--- src/hw/rtl/m7sa_pkg.sv ---
`default_nettype none
package m7sa_pkg;
    localparam int LineW = 9;
    localparam int DivW  = 32;
    localparam int QDepth = 2;

    typedef enum logic [2:0] {
        REG_CAMERA_X      = 3'd0,
        REG_CAMERA_HEIGHT = 3'd1,
        REG_CAMERA_Z      = 3'd2,
        REG_ROT_COS       = 3'd3,
        REG_ROT_SIN       = 3'd4,
        REG_PROJ_DIST     = 3'd5
    } reg_idx_t;

    // Work item handed from front to back: magnitude of the dividend, divisor, sign
    typedef struct packed {
        logic [DivW-1:0]  mag;
        logic [LineW:0]   den;
        logic             neg;
    } div_req_t;
endpackage
`default_nettype wire

--- src/hw/rtl/mode7_scanline_affine_top.sv ---
// Per-scanline perspective floor affine parameters. Each scanline request
// yields scale_a, scale_c, offset_x and offset_y. Each item is taken from
// the queue, then passes through a bit-serial divider, two multiply
// stages, a sum stage and the output register. The next item starts only
// once the result has been taken. A two-entry queue in front accepts
// further requests while one is in work.
`default_nettype none
module mode7_scanline_affine_top
    import m7sa_pkg::*;
(
    input  wire logic              clk,
    input  wire logic              rst_n,
    input  wire logic              in_valid,
    output logic                   in_stall,
    input  wire logic [LineW-1:0]  scanline,
    output logic                   out_valid,
    input  wire logic              out_stall,
    output logic [15:0]            scale_a,
    output logic [15:0]            scale_c,
    output logic [31:0]            offset_x,
    output logic [31:0]            offset_y,
    input  wire logic              cfg_valid,
    output logic                   cfg_ready,
    input  wire logic [2:0]        cfg_index,
    input  wire logic [31:0]       cfg_data
);
    logic [31:0] cam_x_reg, cam_h_reg, cam_z_reg;
    logic [9:0]  cos_reg, sin_reg;
    logic [15:0] dist_reg;
    logic        q_valid, q_pop;
    div_req_t    q_head;

    assign cfg_ready = 1'b1;

    always_ff @(posedge clk or negedge rst_n)
    begin
        if (!rst_n)
        begin
            cam_x_reg <= '0;
            cam_h_reg <= '0;
            cam_z_reg <= '0;
            cos_reg   <= 10'd256;
            sin_reg   <= '0;
            dist_reg  <= 16'd160;
        end
        else if (cfg_valid)
        begin
            unique case (cfg_index)
                REG_CAMERA_X:      cam_x_reg <= cfg_data;
                REG_CAMERA_HEIGHT: cam_h_reg <= cfg_data;
                REG_CAMERA_Z:      cam_z_reg <= cfg_data;
                REG_ROT_COS:       cos_reg   <= cfg_data[9:0];
                REG_ROT_SIN:       sin_reg   <= cfg_data[9:0];
                REG_PROJ_DIST:     dist_reg  <= cfg_data[15:0];
                default: ;
            endcase
        end
    end

    m7sa_front u_front (
        .clk, .rst_n,
        .valid(in_valid), .stall(in_stall), .scanline,
        .camera_height(cam_h_reg),
        .q_valid, .q_pop, .q_head
    );

    m7sa_back u_back (
        .clk, .rst_n,
        .q_valid, .q_pop, .q_head,
        .camera_x(cam_x_reg), .camera_z(cam_z_reg),
        .rotation_cosine(cos_reg), .rotation_sine(sin_reg),
        .projection_distance(dist_reg),
        .valid(out_valid), .stall(out_stall),
        .scale_a, .scale_c, .offset_x, .offset_y
    );
endmodule
`default_nettype wire

--- src/hw/rtl/m7sa_front.sv ---
`default_nettype none
module m7sa_front
    import m7sa_pkg::*;
(
    input  wire logic              clk,
    input  wire logic              rst_n,
    input  wire logic              valid,
    output logic                   stall,
    input  wire logic [LineW-1:0]  scanline,
    input  wire logic [31:0]       camera_height,
    output logic                   q_valid,
    input  wire logic              q_pop,
    output div_req_t               q_head
);
    div_req_t                    mem_reg [QDepth];
    logic [$clog2(QDepth)-1:0]   wp_reg, rp_reg;
    logic [$clog2(QDepth):0]     cnt_reg;
    logic [31:0]                 num;
    div_req_t                    req;
    logic                        push;

    always_comb
    begin
        num      = camera_height << 4;
        req.neg  = num[31];
        req.mag  = num[31] ? (32'd0 - num) : num;
        req.den  = {1'b0, scanline} + {{LineW{1'b0}}, 1'b1};
    end

    assign stall   = (cnt_reg == ($clog2(QDepth)+1)'(QDepth));
    assign push    = valid && !stall;
    assign q_valid = (cnt_reg != '0);
    assign q_head  = mem_reg[rp_reg];

    always_ff @(posedge clk)
    begin
        if (push)
            mem_reg[wp_reg] <= req;
    end

    always_ff @(posedge clk or negedge rst_n)
    begin
        if (!rst_n)
        begin
            wp_reg  <= '0;
            rp_reg  <= '0;
            cnt_reg <= '0;
        end
        else
        begin
            if (push)
                wp_reg <= wp_reg + 1'b1;
            if (q_pop)
                rp_reg <= rp_reg + 1'b1;
            cnt_reg <= cnt_reg + ($clog2(QDepth)+1)'(push) - ($clog2(QDepth)+1)'(q_pop);
        end
    end
endmodule
`default_nettype wire

--- src/hw/rtl/m7sa_back.sv ---
`default_nettype none
module m7sa_back
    import m7sa_pkg::*;
(
    input  wire logic        clk,
    input  wire logic        rst_n,
    input  wire logic        q_valid,
    output logic             q_pop,
    input  wire div_req_t    q_head,
    input  wire logic [31:0] camera_x,
    input  wire logic [31:0] camera_z,
    input  wire logic [9:0]  rotation_cosine,
    input  wire logic [9:0]  rotation_sine,
    input  wire logic [15:0] projection_distance,
    output logic             valid,
    input  wire logic        stall,
    output logic [15:0]      scale_a,
    output logic [15:0]      scale_c,
    output logic [31:0]      offset_x,
    output logic [31:0]      offset_y
);
    typedef enum logic [5:0] {
        S_IDLE = 6'b000001,
        S_DIV  = 6'b000010,
        S_MUL1 = 6'b000100,
        S_MUL2 = 6'b001000,
        S_SUM  = 6'b010000,
        S_OUT  = 6'b100000
    } state_t;

    state_t       st_reg, st_next;
    logic [31:0]  rem_reg, quo_reg;
    logic [LineW:0] den_reg;
    logic         neg_reg;
    logic [4:0]   bit_reg;
    logic [31:0]  wcc_reg, wss_reg, pdc_reg, pds_reg;
    logic [31:0]  ww;
    logic [32:0]  trial;
    logic [31:0]  rem_sh;
    logic [31:0]  dist32;
    logic [24:0]  pa, pc;

    // restoring division, one quotient bit a cycle
    assign rem_sh = {rem_reg[30:0], quo_reg[31]};
    assign trial  = {1'b0, rem_sh} - {23'd0, den_reg};
    assign ww     = neg_reg ? (32'd0 - quo_reg) : quo_reg;
    assign dist32 = {{16{projection_distance[15]}}, projection_distance};
    assign pa     = wcc_reg[31:7];
    assign pc     = wss_reg[31:7];
    assign q_pop  = (st_reg == S_IDLE) && q_valid;

    always_comb
    begin
        st_next = st_reg;
        unique case (st_reg)
            S_IDLE: if (q_valid) st_next = S_DIV;
            S_DIV:  if (bit_reg == 5'd31) st_next = S_MUL1;
            S_MUL1: st_next = S_MUL2;
            S_MUL2: st_next = S_SUM;
            S_SUM:  st_next = S_OUT;
            S_OUT:  if (!valid || !stall) st_next = S_IDLE;
            default: st_next = S_IDLE;
        endcase
    end

    always_ff @(posedge clk or negedge rst_n)
    begin
        if (!rst_n)
        begin
            st_reg <= S_IDLE;
            valid  <= 1'b0;
        end
        else
        begin
            st_reg <= st_next;
            if (valid && !stall)
                valid <= 1'b0;
            if (st_reg == S_SUM)
                valid <= 1'b1;
        end
    end

    logic [31:0] pwc, pws;
    assign pwc = $signed(ww) * $signed({{22{rotation_cosine[9]}}, rotation_cosine});
    assign pws = $signed(ww) * $signed({{22{rotation_sine[9]}}, rotation_sine});

    logic [31:0] pdc, pds;
    assign pdc = $signed(dist32) * $signed(wcc_reg);
    assign pds = $signed(dist32) * $signed(wss_reg);

    always_ff @(posedge clk)
    begin
        unique case (st_reg)
            S_IDLE:
            begin
                quo_reg <= q_head.mag;
                rem_reg <= '0;
                den_reg <= q_head.den;
                neg_reg <= q_head.neg;
                bit_reg <= '0;
            end
            S_DIV:
            begin
                bit_reg <= bit_reg + 5'd1;
                if (!trial[32])
                begin
                    rem_reg <= trial[31:0];
                    quo_reg <= {quo_reg[30:0], 1'b1};
                end
                else
                begin
                    rem_reg <= rem_sh;
                    quo_reg <= {quo_reg[30:0], 1'b0};
                end
            end
            S_MUL1:
            begin
                wcc_reg <= {{5{pwc[31]}}, pwc[31:5]};
                wss_reg <= {{5{pws[31]}}, pws[31:5]};
            end
            S_MUL2:
            begin
                pdc_reg <= pdc;
                pds_reg <= pds;
            end
            S_SUM:
            begin
                scale_a  <= pa[15:0];
                scale_c  <= pc[15:0];
                offset_x <= camera_x - {pa, 7'd0}
                            + {{7{pds_reg[31]}}, pds_reg[31:7]};
                offset_y <= camera_z - {pc, 7'd0}
                            - {{7{pdc_reg[31]}}, pdc_reg[31:7]};
            end
            S_OUT: ;
            default: ;
        endcase
    end
endmodule
`default_nettype wire
--- config.mk ---
export PLATFORM = sky130hd
export DESIGN_NAME = mode7_scanline_affine_top
export DESIGN_NICKNAME = d
export VERILOG_FILES = /design/src/hw/rtl/m7sa_pkg.sv /design/src/hw/rtl/mode7_scanline_affine_top.sv /design/src/hw/rtl/m7sa_front.sv /design/src/hw/rtl/m7sa_back.sv
export SDC_FILE = /design/constraint.sdc
export NUM_CORES = 2
export LEC_CHECK = 0
export BUFFER_PORTS_ARGS = -buffer_cell sky130_fd_sc_hd__clkbuf_2
export CAP_MARGIN = 10
export CORE_ASPECT_RATIO = 0.6
export CORE_MARGIN = 2
export CORE_UTILIZATION = 40
export CTS_CLUSTER_DIAMETER = 60
export DETAILED_ROUTE_END_ITERATION = 10
export HOLD_SLACK_MARGIN = 0.03
export SYNTH_ARGS = -nofsm -noshare
export SYNTH_HDL_FRONTEND = slang
export SYNTH_SLANG_ARGS = --single-unit
--- constraint.sdc ---
create_clock -name clk -period 7.5 [get_ports clk]
set_clock_uncertainty 0.1 [all_clocks]
set_input_delay 2.25 -clock clk [delete_from_list [all_inputs] [get_ports clk]]
set_output_delay 2.25 -clock clk [all_outputs]
set_load 0.05 [all_outputs]
==> results.cfg <==
[yosys]
synthCells = 6423
syn_nets = 7932
synth.avg_cell_area_um2 = 9.753
synthArstFlopShare = 0.2802
ys_seq_elements = 496
synth_warnings = 0
synth_edf_count = 357
synth-simple-area-share = 0.1436
ys_types = 80
synth_top_family_by_area = adder cells
synth_commonest_cells = inv_1 (1,367), fa_1 (1,050), nand2_1 (978), and2_1 (430), ha_1 (410)
yosysMostFrequentCell = inv_1
synth_top_area_cell = fa_1
synth_seq_area_share = 0.2267
yosys_most_used_dff = edfxtp_1
synth_top_area_frac = 0.3355
synth_area_mm2 = 0.06265
synth-adder-area-share = 0.4174
synth_compound_area_frac = 0.04841
synthXorXnorAreaFrac = 0.04222
synthMuxAreaShare = 0.02257
yosys-top-cells-area = fa_1 (34%), edfxtp_1 (17%), inv_1 (8.2%)

[clock_tree]
clk-insertion-delay-late_ps = 700
ctsLongestPathBuffers = 3
clock_sinks = 496
cts.clk_slew.worst_paths_ps = 60
htree_num_levels = 2
cts-root-buf = clkbuf_16
cts_buffers = 58
cts_tree = built

[setup_path]
worst-path-stages = 28
worstSetupPathType = reg -> reg
path_common_cell = fa_1
cpPeakStageDelay_ps = 610
critical_path.n_buffers_inverters = 7
required_ps = 7810
cp-start-kind = flop
cpMaxStageDelayCell = fa_2
cp.arrival_ps = 7620
cp_max_fo = 5
crit_family = adder cells
worstSetupEndpointType = flop
r2r_cells = 28

[global_routing]
gr-total-overflow = 0
grt_max_degree = 107
grt_pass1_wl_um = 292800
grt_pass1_vias = 45522
antenna_found_initial = 18
grt_use_total = 0.2442

[run_status]
status = completed

[sta]
finalSetupTns_ps = 0
hold_violations = 0
setup_viol = 0
timing.fmax_mhz = 136.7
finalMaxSlewViolations = 0
post-route-period-util = 0.9753
rsz0062_at_grt = true
worstMarginPinSlew_ps = 1351
slew_headroom = 0.09264
fin_crit_ps = 7315

[layout]
synthToLayoutAreaGrowth_pct = 10.86
fillers = 14824
finish.utilization = 0.4465
largest_reg_flops = 78
layout-drive-gt1-share = 0.1033
fin_nets = 8097

[route]
firstDrtPassIters = 6
drtIter0Drc = 4586
vias = 45212
top_layer = met5
wl_met2_um = 70800
finalWirelength_um = 194500
drtAntennaViolNets = 0
drcViolationCount = 0
vias_per_cell = 5.198
wl_per_cell_um = 22.36
wl_met3_um = 27430
wl_met1_um = 92880

[floorplan]
coreArea_mm2 = 0.1555
start_util = 0.4027
fp-row-count = 112
dieArea_mm2 = 0.1599
dieWidth_um = 514.9
fp.dieH_um = 310.5
pin_count = 148

[placement]
io_buffers = 146
globalplace.congestion = 0.9440
dp_hpwl_um = 155800

[min_path]
whs_path_depth = 1
hold_class = reg -> reg

[job]
max_cap_viol_count = 0
-- through the flow --
| stage | setup WS [ps] | instance area (um^2) | std cells | hold slack, ps |
|---|---|---|---|---|
| finish | 185.2 | 69450 | 8698 | 395.4 |
| CTS | 47.52 | 68910 | 8674 | 402.8 |
| floorplan | 426.5 | 62650 | 6423 | 348.3 |
| global route | -99.78 | 69430 | 8691 | 431.4 |
| global placement | 153.0 | 66890 | 8563 | 385.2 |
| detailed placement | 64.02 | 66890 | 8564 | 389.8 |
-- layout make-up --
type / count / area, um^2 / share of cell area
clock buffer: 71 / 1540 / 0.02218
antenna: 8 / 20.02 / 0.0002883
inverter: 1368 / 5135 / 0.07394
timing repair buffer: 381 / 2740 / 0.03946
tap: 2052 / 2567 / 0.03697
clock inverter: 39 / 476.7 / 0.006864
sequential: 496 / 14210 / 0.2047
multi-input combinational: 4283 / 42750 / 0.6156
-- timing repair --
item / 4_1_cts / 5_1_grt
setup endpoints to repair: 0 / 28
hold buffers: 0 / 0
setup buffers: 0 / 15
gates resized for setup: 0 / 72
-- layer usage --
metal	GRT usage	vias up
li1	-	19912
met1	0.3948	22950
met2	0.3067	2129
met3	0.09059	211
met4	0.03587	10
met5	0	-
-- worst paths after layout --
check	start	end	slack, ps
min reg2reg	u_front.cnt_reg[1]	u_front.cnt_reg[1]	400
max	u_back.quo_reg[9]	u_back.wss_reg[26]	190
max reg2reg	u_back.quo_reg[9]	u_back.wss_reg[26]	190
max in group asynchronous	rst_n	u_front.rp_reg	4850
min in group asynchronous	rst_n	dist_reg[12]	1400
min	u_front.cnt_reg[1]	u_front.cnt_reg[1]	400
-- worst register-to-register path: cells and delay by family (launching register included) --
kind / cells / cell delay (ps)
buf+inv: 7 / 800
simple gates: 6 / 990
compound gates: 7 / 1370
fa+ha+maj: 6 / 2850
flops: 1 / 540
xor+xnor: 2 / 360
-- placed cells by master (no fill, tap or decap), drive strengths merged, types with 6 or more instances in the layout --
| cell type | count |
|---|---|
| a211oi | 17 |
| a21boi | 7 |
| a21o | 49 |
| a21oi | 123 |
| a31oi | 7 |
| and2 | 430 |
| and3 | 21 |
| buf | 234 |
| clkbuf | 218 |
| clkinv | 18 |
| clkinvlp | 6 |
| dfrtp | 135 |
| diode | 8 |
| edfxtp | 357 |
| fa | 1050 |
| ha | 410 |
| inv | 1378 |
| mux2 | 98 |
| mux2i | 31 |
| nand2 | 978 |
| nand2b | 37 |
| nand3 | 31 |
| nand4 | 18 |
| nor2 | 213 |
| nor2b | 29 |
| nor3 | 53 |
| nor3b | 11 |
| nor4 | 14 |
| o211ai | 10 |
| o21a | 41 |
| o21ai | 147 |
| o21bai | 12 |
| o31ai | 19 |
| o41ai | 14 |
| or2 | 12 |
| or3 | 19 |
| or4 | 16 |
| xnor2 | 240 |
| xor2 | 62 |
-- kinds of logic (layout without fill, tap and decap cells) --
family                     count (synthesis)  after routing
adders and majority gates               1460           1460
DFF                                      496            496
xor gates and xnor gates                 302            302
other                                      1              9
AOI/OAI and AO/OA                        484            484
and+or+nand+nor                         1907           1907
muxes                                    129            129
buffers and inverters                   1644           1859
Power is not shown: default switching activity piles up to over one toggle a cycle in this logic, so the estimate is an artifact.
